--- config.mk ---
export PLATFORM = sky130hd
export DESIGN_NAME = decimal_accumulator_machine_step_unit
export DESIGN_NICKNAME = d
export VERILOG_FILES = /design/src/rtl/dam_pkg.sv /design/src/rtl/dam_mem.sv /design/src/rtl/dam_muldiv.sv /design/src/rtl/decimal_accumulator_machine_step_unit.sv
export VERILOG_INCLUDE_DIRS = /design/src /design/src/rtl
export SDC_FILE = /design/constraint.sdc
export NUM_CORES = 2
export LEC_CHECK = 0
export BUFFER_PORTS_ARGS = -buffer_cell sky130_fd_sc_hd__buf_2
export CORE_MARGIN = 1
export CORE_UTILIZATION = 31
export DETAILED_ROUTE_END_ITERATION = 10
export PLACE_DENSITY = 0.45
export SLEW_MARGIN = 10
export SYNTH_ARGS = -nofsm -noshare
export SYNTH_HDL_FRONTEND = slang
export SYNTH_SLANG_ARGS = --single-unit
export TNS_END_PERCENT = 1
--- constraint.sdc ---
create_clock -name clk_i -period 7.45 [get_ports clk_i]
set_input_delay 1.1175 -clock clk_i [delete_from_list [all_inputs] [get_ports clk_i]]
set_output_delay 1.1175 -clock clk_i [all_outputs]
set_load 0.01 [all_outputs]
--- src/rtl/decimal_accumulator_machine_step_unit_macros.svh ---
// Assertion macros shared by the decimal accumulator machine RTL.
// Expects clk_i and rst_ni in the scope of every use.
`ifndef DECIMAL_ACCUMULATOR_MACHINE_STEP_UNIT_MACROS_SVH
`define DECIMAL_ACCUMULATOR_MACHINE_STEP_UNIT_MACROS_SVH
`ifndef NO_ASSERTIONS
`define DAM_ASSERT(name, prop) \
  name: assert property (@(posedge clk_i) disable iff (!rst_ni) prop) \
    else $error("%m: check failed");
`define DAM_ASSERT_NEXT(name, pre, post) \
  name: assert property (@(posedge clk_i) disable iff (!rst_ni) (pre) |=> (post)) \
    else $error("%m: next-cycle check failed");
`else
`define DAM_ASSERT(name, prop)
`define DAM_ASSERT_NEXT(name, pre, post)
`endif
`endif

--- src/rtl/dam_pkg.sv ---
// Package for the decimal accumulator machine: widths, codes and the
// request/response structs between the sequencer, memory and arithmetic unit.
// No dependencies.
`timescale 1ns / 1ps

package dam_pkg;

  localparam int MEM_WORDS   = 100;
  localparam int WORD_LIMIT  = 9999;
  localparam int WORD_W      = 15;
  localparam int MAG_W       = WORD_W - 1;
  localparam int ADDR_W      = 7;
  localparam int OP_W        = 8;
  localparam int CNT_W       = $clog2(WORD_W);
  localparam int OPCODE_BASE = 100;

  // floor(w / 100) = (w * 5243) >> 19 for every 14-bit w
  localparam int RECIP_100   = 5243;
  localparam int RECIP_SHIFT = 19;
  localparam int RECIP_W     = RECIP_SHIFT + OP_W;

  localparam int IN_DATA_W   = 24;
  localparam int IN_USER_W   = 2;
  localparam int OUT_DATA_W  = 56;
  localparam int OUT_USER_W  = 1;

  localparam logic signed [WORD_W-1:0] WORD_MAX = WORD_W'(WORD_LIMIT);
  localparam logic signed [WORD_W-1:0] WORD_MIN = -WORD_MAX;

  typedef enum logic [1:0] {
    ACT_LOAD    = 2'd0,
    ACT_EXEC    = 2'd1,
    ACT_READ    = 2'd2,
    ACT_RESTART = 2'd3
  } action_e;

  typedef enum logic [2:0] {
    ST_OK       = 3'd0,
    ST_HALT     = 3'd1,
    ST_DIVZERO  = 3'd2,
    ST_BADOP    = 3'd3,
    ST_OVERFLOW = 3'd4,
    ST_COUNTER  = 3'd5
  } status_e;

  typedef enum logic [OP_W-1:0] {
    OP_READ     = 8'd10,
    OP_WRITE    = 8'd11,
    OP_LOAD     = 8'd20,
    OP_STORE    = 8'd21,
    OP_ADD      = 8'd30,
    OP_SUB      = 8'd31,
    OP_DIV      = 8'd32,
    OP_MUL      = 8'd33,
    OP_BRANCH   = 8'd40,
    OP_BRNEG    = 8'd41,
    OP_BRZERO   = 8'd42,
    OP_HALT     = 8'd43
  } opcode_e;

  typedef struct packed {
    logic              wr_en;
    logic              rd_en;
    logic [ADDR_W-1:0] wr_addr;
    logic [ADDR_W-1:0] rd_addr;
    logic [WORD_W-1:0] wr_data;
  } mem_req_t;

  typedef struct packed {
    logic              start;
    logic              op_div;
    logic [WORD_W-1:0] a;
    logic [WORD_W-1:0] b;
  } md_req_t;

  typedef struct packed {
    logic              done;
    logic              ovf;
    logic [WORD_W-1:0] value;
  } md_res_t;

endpackage

--- src/rtl/dam_mem.sv ---
// Program/data memory of the decimal accumulator machine: one write and one
// registered read port, per-word valid bits so unwritten words read as zero.
// Depends on dam_pkg.
`timescale 1ns / 1ps

module dam_mem (
  input  logic                      clk_i,
  input  logic                      rst_ni,
  input  dam_pkg::mem_req_t         req_i,
  output logic [dam_pkg::WORD_W-1:0] rd_data_o
);

  logic [dam_pkg::WORD_W-1:0]    mem_q [dam_pkg::MEM_WORDS];
  logic [dam_pkg::MEM_WORDS-1:0] vld_q;
  logic [dam_pkg::WORD_W-1:0]    rd_word_q;
  logic                          rd_vld_q;

  always_ff @(posedge clk_i) begin
    if (req_i.wr_en) begin
      mem_q[req_i.wr_addr] <= req_i.wr_data;
    end
    if (req_i.rd_en) begin
      rd_word_q <= mem_q[req_i.rd_addr];
    end
  end

  always_ff @(posedge clk_i or negedge rst_ni) begin
    if (!rst_ni) begin
      vld_q    <= '0;
      rd_vld_q <= 1'b0;
    end else begin
      if (req_i.wr_en) begin
        vld_q[req_i.wr_addr] <= 1'b1;
      end
      if (req_i.rd_en) begin
        rd_vld_q <= vld_q[req_i.rd_addr];
      end
    end
  end

  assign rd_data_o = rd_vld_q ? rd_word_q : '0;

endmodule

--- src/rtl/dam_muldiv.sv ---
// Shared iterative multiply/divide unit: one adder serves shift-add multiply
// and restoring divide on sign-magnitude words, one bit per cycle.
// Depends on dam_pkg and the assertion macro header.
`timescale 1ns / 1ps
`include "decimal_accumulator_machine_step_unit_macros.svh"

module dam_muldiv (
  input  logic             clk_i,
  input  logic             rst_ni,
  input  dam_pkg::md_req_t req_i,
  output dam_pkg::md_res_t res_o
);

  localparam int W  = dam_pkg::WORD_W;
  localparam int RW = 2 * W;
  localparam logic [dam_pkg::CNT_W-1:0] LAST_STEP = dam_pkg::CNT_W'(W - 1);

  logic                     busy_q;
  logic                     done_q;
  logic [dam_pkg::CNT_W-1:0] cnt_q;
  logic                     div_q;
  logic                     neg_q;
  logic [RW-1:0]            ra_q;
  logic [RW-1:0]            rb_q;
  logic [W-1:0]             rc_q;

  logic [W-1:0]  a_mag;
  logic [W-1:0]  b_mag;
  logic [RW-1:0] add_x;
  logic [RW-1:0] add_y;
  logic [RW:0]   add_sum;
  logic [W-1:0]  res_mag;

  assign a_mag = req_i.a[W-1] ? W'(-req_i.a) : req_i.a;
  assign b_mag = req_i.b[W-1] ? W'(-req_i.b) : req_i.b;

  assign add_x   = div_q ? {{(RW-W-1){1'b0}}, ra_q[W-1:0], rc_q[W-1]} : ra_q;
  assign add_y   = div_q ? ~rb_q : rb_q;
  assign add_sum = {1'b0, add_x} + {1'b0, add_y} + (RW+1)'(div_q);

  always_ff @(posedge clk_i or negedge rst_ni) begin
    if (!rst_ni) begin
      busy_q <= 1'b0;
      done_q <= 1'b0;
      cnt_q  <= '0;
    end else begin
      done_q <= 1'b0;
      if (req_i.start) begin
        busy_q <= 1'b1;
        cnt_q  <= '0;
      end else if (busy_q) begin
        cnt_q <= cnt_q + 1'b1;
        if (cnt_q == LAST_STEP) begin
          busy_q <= 1'b0;
          done_q <= 1'b1;
        end
      end
    end
  end

  always_ff @(posedge clk_i) begin
    if (req_i.start) begin
      div_q <= req_i.op_div;
      neg_q <= req_i.a[W-1] ^ req_i.b[W-1];
      ra_q  <= '0;
      rb_q  <= RW'(req_i.op_div ? b_mag : a_mag);
      rc_q  <= req_i.op_div ? a_mag : b_mag;
    end else if (busy_q) begin
      if (div_q) begin
        ra_q <= RW'(add_sum[RW] ? add_sum[W-1:0] : add_x[W-1:0]);
        rc_q <= {rc_q[W-2:0], add_sum[RW]};
      end else begin
        if (rc_q[0]) begin
          ra_q <= add_sum[RW-1:0];
        end
        rb_q <= {rb_q[RW-2:0], 1'b0};
        rc_q <= {1'b0, rc_q[W-1:1]};
      end
    end
  end

  assign res_mag      = div_q ? rc_q : ra_q[W-1:0];
  assign res_o.done   = done_q;
  assign res_o.ovf    = !div_q && (ra_q > RW'(dam_pkg::WORD_LIMIT));
  assign res_o.value  = neg_q ? W'(-res_mag) : res_mag;

  `DAM_ASSERT(a_start_when_free, req_i.start |-> !busy_q)
  `DAM_ASSERT_NEXT(a_done_after_last, busy_q && (cnt_q == LAST_STEP), done_q)
  `DAM_ASSERT(a_done_not_busy, done_q |-> !busy_q)

endmodule

--- src/rtl/decimal_accumulator_machine_step_unit.sv ---
// Top level of the decimal accumulator machine: stream ports, sequencer,
// architectural registers and the result register.
// Depends on dam_pkg, dam_mem, dam_muldiv and the assertion macro header.
//
//   port group   direction  tdata fields (low bit up)                    tuser
//   s_axis       in         address[6:0] value[21:7]                      action[1:0]
//   m_axis       out        status[2:0] out_value[17:3] counter[24:18]    out_valid[0]
//                           acc_value[39:25] last_instruction[54:40]
//
// Load and restart go straight to the final state, read via the read-wait state, an
// instruction via fetch, decode and operand, mul/div also via the 15-step shared unit.
// s_axis_tready is high only while the sequencer waits for a transaction.
// A finished result holds in the output register until taken; the next
// transaction is accepted meanwhile and its result waits in the final state.
// Reset clears the word valid bits, so memory reads as zero at once.
`timescale 1ns / 1ps
`include "decimal_accumulator_machine_step_unit_macros.svh"

module decimal_accumulator_machine_step_unit (
  input  logic                             clk_i,
  input  logic                             rst_ni,
  input  logic                             s_axis_tvalid,
  output logic                             s_axis_tready,
  input  logic [dam_pkg::IN_DATA_W-1:0]    s_axis_tdata,  // address, value
  input  logic [dam_pkg::IN_USER_W-1:0]    s_axis_tuser,  // action
  output logic                             m_axis_tvalid,
  input  logic                             m_axis_tready,
  // status, out_value, counter, acc_value, last_instruction
  output logic [dam_pkg::OUT_DATA_W-1:0]   m_axis_tdata,
  output logic [dam_pkg::OUT_USER_W-1:0]   m_axis_tuser   // out_valid
);

  localparam int W  = dam_pkg::WORD_W;
  localparam int AW = dam_pkg::ADDR_W;
  localparam logic [AW-1:0] PC_LAST = AW'(dam_pkg::MEM_WORDS - 1);
  localparam logic signed [W:0] LIM_HI = (W+1)'(dam_pkg::WORD_LIMIT);
  localparam logic signed [W:0] LIM_LO = -LIM_HI;

  typedef enum logic [6:0] {
    S_IDLE    = 7'b0000001,
    S_RDWAIT  = 7'b0000010,
    S_FETCH   = 7'b0000100,
    S_DECODE  = 7'b0001000,
    S_OPERAND = 7'b0010000,
    S_ITER    = 7'b0100000,
    S_FINISH  = 7'b1000000
  } state_e;

  function automatic logic signed [W-1:0] sat_word(input logic signed [W-1:0] v);
    logic signed [W-1:0] r;
    r = v;
    if (v > dam_pkg::WORD_MAX) begin
      r = dam_pkg::WORD_MAX;
    end else if (v < dam_pkg::WORD_MIN) begin
      r = dam_pkg::WORD_MIN;
    end
    return r;
  endfunction

  state_e                          state_q, state_d;
  logic signed [W-1:0]             acc_q, acc_d;
  logic [AW-1:0]                   pc_q, pc_d;
  logic signed [W-1:0]             ir_q, ir_d;
  dam_pkg::status_e                status_q, status_d;
  logic signed [W-1:0]             value_q, value_d;
  logic [dam_pkg::RECIP_W-1:0]     recip_q, recip_d;
  logic [dam_pkg::OP_W-1:0]        op_q, op_d;
  logic [AW-1:0]                   opa_q, opa_d;
  logic                            res_valid_q, res_valid_d;
  logic signed [W-1:0]             res_value_q, res_value_d;
  logic                            m_tvalid_q;
  logic [dam_pkg::OUT_DATA_W-1:0]  out_data_q;
  logic [dam_pkg::OUT_USER_W-1:0]  out_user_q;

  dam_pkg::mem_req_t               mem_req;
  logic [W-1:0]                    mem_rd_data;
  dam_pkg::md_req_t                md_req;
  dam_pkg::md_res_t                md_res;

  logic                            in_acc;
  dam_pkg::action_e                in_act;
  logic [AW-1:0]                   in_addr;
  logic signed [W-1:0]             in_value;
  logic                            in_addr_ok;
  logic signed [W-1:0]             opnd;
  logic [dam_pkg::OP_W-1:0]        dec_op;
  logic [dam_pkg::MAG_W-1:0]       dec_opx100;
  logic [AW-1:0]                   dec_addr;
  logic signed [W:0]               sum_ext;
  logic                            sum_ok;
  logic                            do_adv;
  logic                            out_load;

  assign s_axis_tready = (state_q == S_IDLE);
  assign in_acc     = s_axis_tvalid && s_axis_tready;
  assign in_act     = dam_pkg::action_e'(s_axis_tuser);
  assign in_addr    = s_axis_tdata[AW-1:0];
  assign in_value   = signed'(s_axis_tdata[AW+W-1:AW]);
  assign in_addr_ok = (in_addr <= PC_LAST);

  assign opnd       = signed'(mem_rd_data);
  assign dec_op     = recip_q[dam_pkg::RECIP_SHIFT +: dam_pkg::OP_W];
  assign dec_opx100 = dam_pkg::MAG_W'(dec_op) * dam_pkg::MAG_W'(dam_pkg::OPCODE_BASE);
  assign dec_addr   = AW'(ir_q[dam_pkg::MAG_W-1:0] - dec_opx100);

  assign sum_ext = (op_q == dam_pkg::OP_SUB) ? ({acc_q[W-1], acc_q} - {opnd[W-1], opnd})
                                             : ({acc_q[W-1], acc_q} + {opnd[W-1], opnd});
  assign sum_ok  = (sum_ext <= LIM_HI) && (sum_ext >= LIM_LO);

  always_comb begin
    state_d     = state_q;
    acc_d       = acc_q;
    pc_d        = pc_q;
    ir_d        = ir_q;
    status_d    = status_q;
    value_d     = value_q;
    recip_d     = recip_q;
    op_d        = op_q;
    opa_d       = opa_q;
    res_valid_d = res_valid_q;
    res_value_d = res_value_q;
    mem_req     = '0;
    md_req      = '0;
    md_req.a    = acc_q;
    md_req.b    = opnd;
    do_adv      = 1'b0;
    out_load    = 1'b0;

    unique case (state_q)
      S_IDLE: begin
        if (in_acc) begin
          res_valid_d = 1'b0;
          res_value_d = '0;
          value_d     = sat_word(in_value);
          state_d     = S_FINISH;
          unique case (in_act)
            dam_pkg::ACT_LOAD: begin
              mem_req.wr_en   = in_addr_ok;
              mem_req.wr_addr = in_addr;
              mem_req.wr_data = sat_word(in_value);
            end
            dam_pkg::ACT_EXEC: begin
              if (status_q == dam_pkg::ST_OK) begin
                mem_req.rd_en   = 1'b1;
                mem_req.rd_addr = pc_q;
                state_d         = S_FETCH;
              end
            end
            dam_pkg::ACT_READ: begin
              if (in_addr_ok) begin
                mem_req.rd_en   = 1'b1;
                mem_req.rd_addr = in_addr;
                res_valid_d     = 1'b1;
                state_d         = S_RDWAIT;
              end
            end
            dam_pkg::ACT_RESTART: begin
              pc_d     = '0;
              acc_d    = '0;
              ir_d     = '0;
              status_d = dam_pkg::ST_OK;
            end
          endcase
        end
      end

      S_RDWAIT: begin
        res_value_d = opnd;
        state_d     = S_FINISH;
      end

      S_FETCH: begin
        ir_d = opnd;
        if (opnd[W-1]) begin
          status_d = dam_pkg::ST_BADOP;
          state_d  = S_FINISH;
        end else begin
          recip_d = dam_pkg::RECIP_W'(mem_rd_data[dam_pkg::MAG_W-1:0])
                  * dam_pkg::RECIP_W'(dam_pkg::RECIP_100);
          state_d = S_DECODE;
        end
      end

      S_DECODE: begin
        op_d            = dec_op;
        opa_d           = dec_addr;
        mem_req.rd_en   = 1'b1;
        mem_req.rd_addr = dec_addr;
        state_d         = S_OPERAND;
      end

      S_OPERAND: begin
        state_d = S_FINISH;
        unique case (op_q)
          dam_pkg::OP_READ: begin
            mem_req.wr_en   = 1'b1;
            mem_req.wr_addr = opa_q;
            mem_req.wr_data = value_q;
            do_adv          = 1'b1;
          end
          dam_pkg::OP_WRITE: begin
            res_valid_d = 1'b1;
            res_value_d = opnd;
            do_adv      = 1'b1;
          end
          dam_pkg::OP_LOAD: begin
            acc_d  = opnd;
            do_adv = 1'b1;
          end
          dam_pkg::OP_STORE: begin
            mem_req.wr_en   = 1'b1;
            mem_req.wr_addr = opa_q;
            mem_req.wr_data = acc_q;
            do_adv          = 1'b1;
          end
          dam_pkg::OP_ADD, dam_pkg::OP_SUB: begin
            if (sum_ok) begin
              acc_d  = W'(sum_ext);
              do_adv = 1'b1;
            end else begin
              status_d = dam_pkg::ST_OVERFLOW;
            end
          end
          dam_pkg::OP_DIV: begin
            if (opnd == '0) begin
              status_d = dam_pkg::ST_DIVZERO;
            end else begin
              md_req.start  = 1'b1;
              md_req.op_div = 1'b1;
              state_d       = S_ITER;
            end
          end
          dam_pkg::OP_MUL: begin
            md_req.start = 1'b1;
            state_d      = S_ITER;
          end
          dam_pkg::OP_BRANCH: begin
            pc_d = opa_q;
          end
          dam_pkg::OP_BRNEG: begin
            if (acc_q[W-1]) begin
              pc_d = opa_q;
            end else begin
              do_adv = 1'b1;
            end
          end
          dam_pkg::OP_BRZERO: begin
            if (acc_q == '0) begin
              pc_d = opa_q;
            end else begin
              do_adv = 1'b1;
            end
          end
          dam_pkg::OP_HALT: begin
            status_d = dam_pkg::ST_HALT;
          end
          default: begin
            status_d = dam_pkg::ST_BADOP;
          end
        endcase
      end

      S_ITER: begin
        if (md_res.done) begin
          state_d = S_FINISH;
          if (md_res.ovf) begin
            status_d = dam_pkg::ST_OVERFLOW;
          end else begin
            acc_d  = signed'(md_res.value);
            do_adv = 1'b1;
          end
        end
      end

      S_FINISH: begin
        if (!m_tvalid_q || m_axis_tready) begin
          out_load = 1'b1;
          state_d  = S_IDLE;
        end
      end

      default: begin
        state_d = S_IDLE;
      end
    endcase

    if (do_adv) begin
      if (pc_q == PC_LAST) begin
        status_d = dam_pkg::ST_COUNTER;
      end else begin
        pc_d = pc_q + 1'b1;
      end
    end
  end

  always_ff @(posedge clk_i or negedge rst_ni) begin
    if (!rst_ni) begin
      state_q     <= S_IDLE;
      acc_q       <= '0;
      pc_q        <= '0;
      ir_q        <= '0;
      status_q    <= dam_pkg::ST_OK;
      res_valid_q <= 1'b0;
      m_tvalid_q  <= 1'b0;
    end else begin
      state_q     <= state_d;
      acc_q       <= acc_d;
      pc_q        <= pc_d;
      ir_q        <= ir_d;
      status_q    <= status_d;
      res_valid_q <= res_valid_d;
      if (out_load) begin
        m_tvalid_q <= 1'b1;
      end else if (m_axis_tready) begin
        m_tvalid_q <= 1'b0;
      end
    end
  end

  always_ff @(posedge clk_i) begin
    value_q     <= value_d;
    recip_q     <= recip_d;
    op_q        <= op_d;
    opa_q       <= opa_d;
    res_value_q <= res_value_d;
    if (out_load) begin
      out_data_q <= {1'b0, ir_q, acc_q, pc_q, res_value_q, status_q};
      out_user_q <= res_valid_q;
    end
  end

  assign m_axis_tvalid = m_tvalid_q;
  assign m_axis_tdata  = out_data_q;
  assign m_axis_tuser  = out_user_q;

  dam_mem u_mem (
    .clk_i    (clk_i),
    .rst_ni   (rst_ni),
    .req_i    (mem_req),
    .rd_data_o(mem_rd_data)
  );

  dam_muldiv u_muldiv (
    .clk_i (clk_i),
    .rst_ni(rst_ni),
    .req_i (md_req),
    .res_o (md_res)
  );

  `DAM_ASSERT(a_counter_range, pc_q <= PC_LAST)
  `DAM_ASSERT(a_acc_range, (acc_q <= dam_pkg::WORD_MAX) && (acc_q >= dam_pkg::WORD_MIN))
  `DAM_ASSERT(a_out_from_finish, $rose(m_axis_tvalid) |-> $past(state_q == S_FINISH))
  `DAM_ASSERT(a_iter_running, (state_q == S_ITER) |-> (status_q == dam_pkg::ST_OK))
  `DAM_ASSERT_NEXT(a_accept_busy, s_axis_tvalid && s_axis_tready, !s_axis_tready)

endmodule

**Word level (Yosys, flattened, before mapping)**

Memory sizes are Yosys's and may differ from the RTL's. A register that Yosys moved wholly into a read port is not among the register bits.
Index checks and enable logic that the tools add are counted.
Widths: inputs -> output; s select.

- $add $sub $neg: 10
- Muxes and demuxes: 112
- Reduce and logical (&&, ||, !) cells: 31
- $mul: 2
- Equal/unequal tests: 33
- Bitwise gates (word level): 4
- Order comparisons: 9

Operators with widths:

| kind | count |
|---|---|
| $mux 15 | 21 |
| $mux 30 | 7 |
| $pmux 15 s2 | 4 |
| $mux 7 | 17 |
| $or 100x100->100 | 1 |
| $pmux 15 s3 | 2 |
| $pmux 7 s2 | 6 |
| $pmux 7 s7 | 1 |
| $eq 8x6->1 const B | 6 |
| $neg 15->15 | 3 |
| $eq 8x5->1 const B | 4 |
| $add 30x30->31 | 1 |
| $add 31x1->31 | 1 |
| $mux 31 | 1 |
| $gt 30x14->1 const B | 1 |
| $logic_not 15->1 | 2 |
| $not 30->30 | 1 |
| $mul 14x13->27 const B | 1 |
| $mux 1 | 27 |
| $mux 3 | 9 |
| $pmux 3 s4 | 2 |
| $pmux 7 s3 | 1 |
| $add 15x15->16 | 1 |
| $eq 8x4->1 const B | 2 |
| other kinds (48) | 79 |

- Input port bits: 30
- Register bits after elaboration: 361
- Logic and storage cells: 226
- Output and inout bits: 59
- Memory bits (writable): 1500
- Memories: 1

Memory list:

| name | depth | bits a word | read ports | clocked after memory_dff | write ports | line | source |
|---|---|---|---|---|---|---|---|
| u_mem.mem_q | 100 | 15 | 1 | 1 | 1 | dam_mem.sv:13 | `logic [dam_pkg::WORD_W-1:0] mem_q [dam_pkg::MEM_WORDS];` |

**Logic depth before layout (Yosys ltp)**

- Depth after elaboration: 11
- Depth in mapped cells: 25
- Gate-level depth less buffers: 23

**Cells and area by module**

Synthesis repeated with hierarchy kept, for this count alone.

- Cell total of the unflattened synthesis: 4749
- Area, all modules: 80957.6 µm²

Modules (own cells, without submodules):

| module | times used | sequential area each (µm²) | cells an instance | area each (µm²) |
|---|---|---|---|---|
| dam_mem | 1 | 48021.1 | 2835 | 62283.5 |
| decimal_accumulator_machine_step_unit | 1 | 4500.6 | 1110 | 11697.5 |
| dam_muldiv | 1 | 2162.1 | 804 | 6976.7 |

**Worst setup path before layout**

No wires, ideal clock.

- Kind: register to register
- Start: register u_mem.rd_vld_q
- End: register recip_q[26] (netlist name), data pin
- Arrival: 5628 ps
- Clock period less this slack: 5887 ps
- Stages on the path, launching flop included: 24
- Path slack: 1563 ps
- Required time: 7190 ps
- Setup time: 260 ps
- Cells stage by stage: dfrtp_1 > clkbuf_1 > clkbuf_1 > nand2_1 > inv_1 > ha_1 > inv_1 > fa_1 > fa_1 > inv_1 > fa_1 > fa_1 > ha_1 > o21ai_0 > nand2b_1 > a21oi_1 > o31a_1 > o31ai_1 > nor2_1 > o21a_1 > o21ai_0 > o21a_1 > nor2_1 > xnor2_1

RTL lines:

| element | line | source |
|---|---|---|
| from (decl) | dam_mem.sv:16 | `logic rd_vld_q;` |
| from (signal assigned) | dam_mem.sv:36 | `rd_vld_q <= vld_q[req_i.rd_addr];` |
| to (signal assigned) | decimal_accumulator_machine_step_unit.sv:322 | `recip_q <= recip_d;` |
| to (decl) | decimal_accumulator_machine_step_unit.sv:66 | `logic [dam_pkg::RECIP_W-1:0] recip_q, recip_d;` |

==> impl_summary.md <==
Yosys
Counting flops with a built-in enable in the synthesized netlist gives 1,671. In the synthesized netlist the async set-or-reset flop fraction comes to 8.40%. In this run, distinct cell masters in the synthesized netlist total 98. The area share of the largest cell type after synthesis is 60.4%. The count of synthesis-stage warnings from yosys is 0. The synthesized netlist occupies a cell area of 0.0831 mm2. Ranked by total cell area, the synthesized netlist is headed by sky130_fd_sc_hd__edfxtp_1, sky130_fd_sc_hd__nand2_1, sky130_fd_sc_hd__dfrtp_1. The cell type with the largest total area after synthesis is sky130_fd_sc_hd__edfxtp_1. For this run, the leading register cell type out of synthesis is sky130_fd_sc_hd__edfxtp_1.

The number of nets in the synthesized netlist is 7,306. Sequential elements use 65.8% of the synthesized area. The share of synthesized cell area in and, or, nand and nor gates is 17.3%. The flip-flop and latch count after synthesis is 1,857. By count the netlist is led by sky130_fd_sc_hd__nand2_1, sky130_fd_sc_hd__edfxtp_1, sky130_fd_sc_hd__nand3_1. Multiplexer cells account for 0.664% of the synthesized area. The mean instance size in the synthesized netlist is 11.8 um2. The synthesized netlist devotes 7.98% of its cell area to compound gates. The most frequent cell after synthesis is sky130_fd_sc_hd__nand2_1. The number of cells produced by synthesis is 7,042. The main combinational cell family by area after synthesis is simple AND/OR/NAND/NOR gates. The area share of fa/ha/maj cells after synthesis is 4.12%. Summing the areas of all xor and xnor instances in the mapped netlist gives 1.38% of the synthesized area.

STA
Hold is met by 324 ps. Setup repair after global routing left no endpoint under its margin. Clock skew on the completed layout was measured at 58.9 ps. The share of the clock period used by the worst path is 86.5%. The actual transition at the worst max-transition pin is 1270 ps. The worst path meets setup with 1010 ps of slack.

The final period demand of the worst path is 6440 ps. The final setup violation count is 0. The fmax is 155 MHz. The count of final hold-check violations is 0.

The number of max-slew violations in the final report is 0. The setup TNS after final layout is 0 ps. In this run the tightest slew margin relative to its limit is 14.8%.

Routing
The DRC violation total after the first TritonRoute iteration is 5,003. The number of remaining DRC errors is 0. The first-pass iteration count of the detailed router is 6. The total via count after detailed routing is 56,233. In the final routed layout, each cell accounts on average for 24.1 um.

Using the TritonRoute via totals, the vias-per-cell ratio works out to 5.15. The total wire length is 263,000 um. The detail route stage leaves a number of antenna-violating nets equal to 0.

Global route
The total overflow reported by the global router is 0. Global routing used 19.0% of the available tracks. The global-route wire length before repair is 382,000 um. The initial antenna violation count is 16. The via count of the first global-routing pass is 54,191.

Entering global routing, the biggest net connects 120 pins.

Floorplan
The total area inside the core boundary comes to 0.266 mm2. The die extent in x is 520 um. 89 I/O pins were placed. Once the floorplan was initialized, standard cells occupied 31.3% of the core.

The die outline height is 520 um. The die covers 0.270 mm2. The number of placement rows is 189.

Setup path
The minimum setup slack among reg-to-reg paths is 1010 ps. The critical path launch point is u_mem.rd_vld_q$_DFFE_PN0P_. The category of the worst setup path launch point is a flip-flop. The endpoint of the worst setup timing path is recip_q[26]$_DFFE_PP_.

The worst setup path is of the reg -> reg kind. The worst register-to-register path begins at u_mem.rd_vld_q$_DFFE_PN0P_. The endpoint required time on the critical path is 8070 ps.

STA puts the critical path data arrival time at 7070 ps. In this run the worst path has a maximum fanout of 20. In this run the critical register-to-register path is captured at recip_q[26]$_DFFE_PP_. Counting cells, the worst reg-to-reg path comes to 22. The sort of element at the end of the critical path is a flip-flop.

Final layout
Excluding fillers, the count of instances in the completed layout stands at 10,914. The final layout contains 7,468 nets. The fraction of final layout cells sized beyond drive strength 1 is 11.6%. From synthesis to final layout, the design area changed by 15.8%.

Clock network
The library cell used as clock root buffer is sky130_fd_sc_hd__clkbuf_16. The number of instances resized during post-cts repair is 0. CTS built an H-tree with a depth of 4. The number of clock buffers added by TritonCTS is 206. TritonCTS built the clock tree. The count of buffers added by post-CTS timing repair for setup is 0. The number of hold buffers added after CTS is 0. The clock sink total is 1,857. The deepest clock path buffer count is 3. The later pin in the worst-skew pair is clocked with a latency of 880 ps.

The clock-pin slew on the worst setup and hold paths is 70 ps.

Pwr
The worst-case IR drop observed on VDD is 0.245 mV. The leakage power is 36.2 nW. For this design the ratio of total power to cell area is 277 mW/mm2.

Placed design
The worst slack at placement is 900 ps. The placer congestion estimate is 0.893. The count of buffers from port buffering is 85.

After legalization and detailed placement, the total HPWL measured 164,000 um. Counting tap cells, the placed design contains a total of 10,529 instances.

Status
The flow ran to the end, and the final reports show no timing, DRC or antenna violations.

Job
The number of max-cap violations is 0.

Min path
In this run the worst hold path is classified as in -> async.
-- kinds of logic (layout without fill, tap and decap cells) --
family,Yosys count,count (layout)
compound gates,947,947
xor+xnor,131,131
fa+ha+maj,234,234
buf+inv,587,919
flops,1857,1857
mux,53,53
other cells,1,8
simple gates,3232,3232
-- power by group --
part | switching (mW) | internal [mW] | total (mW)
sequential | 0.0923 | 11.5 | 11.6
clock | 4.32 | 6.09 | 10.4
combinational | 2.93 | 1.71 | 4.65
total | 7.35 | 19.3 | 26.6
-- how the worst min path moves through the flow --
stage                                       endpoint  slack (ps)  cells after the start
after floorplan           m_axis_tdata[10]$_DFFE_PP_         400                      0
after global placement     m_axis_tdata[6]$_DFFE_PP_         410                      0
after detailed placement  m_axis_tdata[12]$_DFFE_PP_         400                      0
after CTS                       acc_q[5]$_DFFE_PN0P_         330                      1
after global routing            acc_q[6]$_DFFE_PN0P_         370                      1
final                           acc_q[6]$_DFFE_PN0P_         320                      1
-- flip-flops by register name (all words and copies together) (netlist names), 3 cells and up --
signal           count
u_mem.mem_q       1500
u_mem.vld_q        100
m_axis_tdata        55
u_muldiv.ra_q       30
u_muldiv.rb_q       30
acc_q               15
ir_q                15
res_value_q         15
u_mem.rd_word_q     15
u_muldiv.rc_q       15
value_q             15
op_q                 8
recip_q              8
opa_q                7
pc_q                 7
state_q              7
u_muldiv.cnt_q       4
status_q             3
-- worst max-delay path, cell delays in order (launching register included) --
cell and delay (ps):
sky130_fd_sc_hd__dfrtp_1 690, sky130_fd_sc_hd__buf_4 340, sky130_fd_sc_hd__nand2_1 100, sky130_fd_sc_hd__inv_1 290, sky130_fd_sc_hd__ha_1 250, sky130_fd_sc_hd__inv_1 60
sky130_fd_sc_hd__fa_1 470, sky130_fd_sc_hd__fa_1 520, sky130_fd_sc_hd__inv_1 50, sky130_fd_sc_hd__fa_1 460, sky130_fd_sc_hd__fa_1 490, sky130_fd_sc_hd__ha_1 320
sky130_fd_sc_hd__a22o_1 180, sky130_fd_sc_hd__nor4_1 290, sky130_fd_sc_hd__a21boi_0 260, sky130_fd_sc_hd__o31a_1 210, sky130_fd_sc_hd__o31ai_1 110, sky130_fd_sc_hd__nor2_1 290
sky130_fd_sc_hd__o21a_1 240, sky130_fd_sc_hd__o21ai_0 170, sky130_fd_sc_hd__o21a_1 210, sky130_fd_sc_hd__nor2_1 110, sky130_fd_sc_hd__xnor2_1 70
-- routing by layer --
layer,global-route usage [%],wire (um),part of all wire (%),vias to the layer above
li1,-,-,-,25927
met5,0,31,0.012,-
met4,5.69,7480,2.8,6
met1,26.8,120000,46,28377
met3,2.79,14400,5.5,340
met2,30.2,121000,46,1583
-- per-stage QoR --
stage,cell area [um2],utilization (%),power (mW)
floorplan,83100,-,14.9
global placement,89300,33.6,16.6
detailed placement,89300,33.6,16.5
CTS,96200,36.2,27.0
global route,96200,36.2,27.9
finish,96200,36.2,26.6
-- cell usage in the layout, fill, tap and decap left out, drive strengths merged, types with 36 or more instances in the layout --
cell type / instances
o21ai: 132
xor2: 67
a311oi: 167
xnor2: 64
inv: 166
nand3: 633
or2: 108
fa: 66
a211oi: 90
clkinv: 63
nor3: 70
dfrtp: 155
a21o: 39
ha: 168
a22oi: 48
a31oi: 137
and3: 197
edfxtp: 1671
buf: 378
a21oi: 150
mux2i: 36
clkbuf: 288
nor2: 271
nand2: 1779
-- area by class of cell --
| class | count | area [um2] |
|---|---|---|
| Tap cell | 3533 | 4420 |
| Sequential cell | 1857 | 54700 |
| Timing Repair Buffer | 379 | 3030 |
| Antenna cell | 7 | 17.5 |
| Multi-Input combinational cell | 4598 | 26500 |
| Inverter | 162 | 613 |
| Clock inverter | 91 | 1100 |
| Fill cell | 26102 | 170000 |
| Clock buffer | 287 | 5830 |
Note: power is estimated with default switching activity, not from simulation.
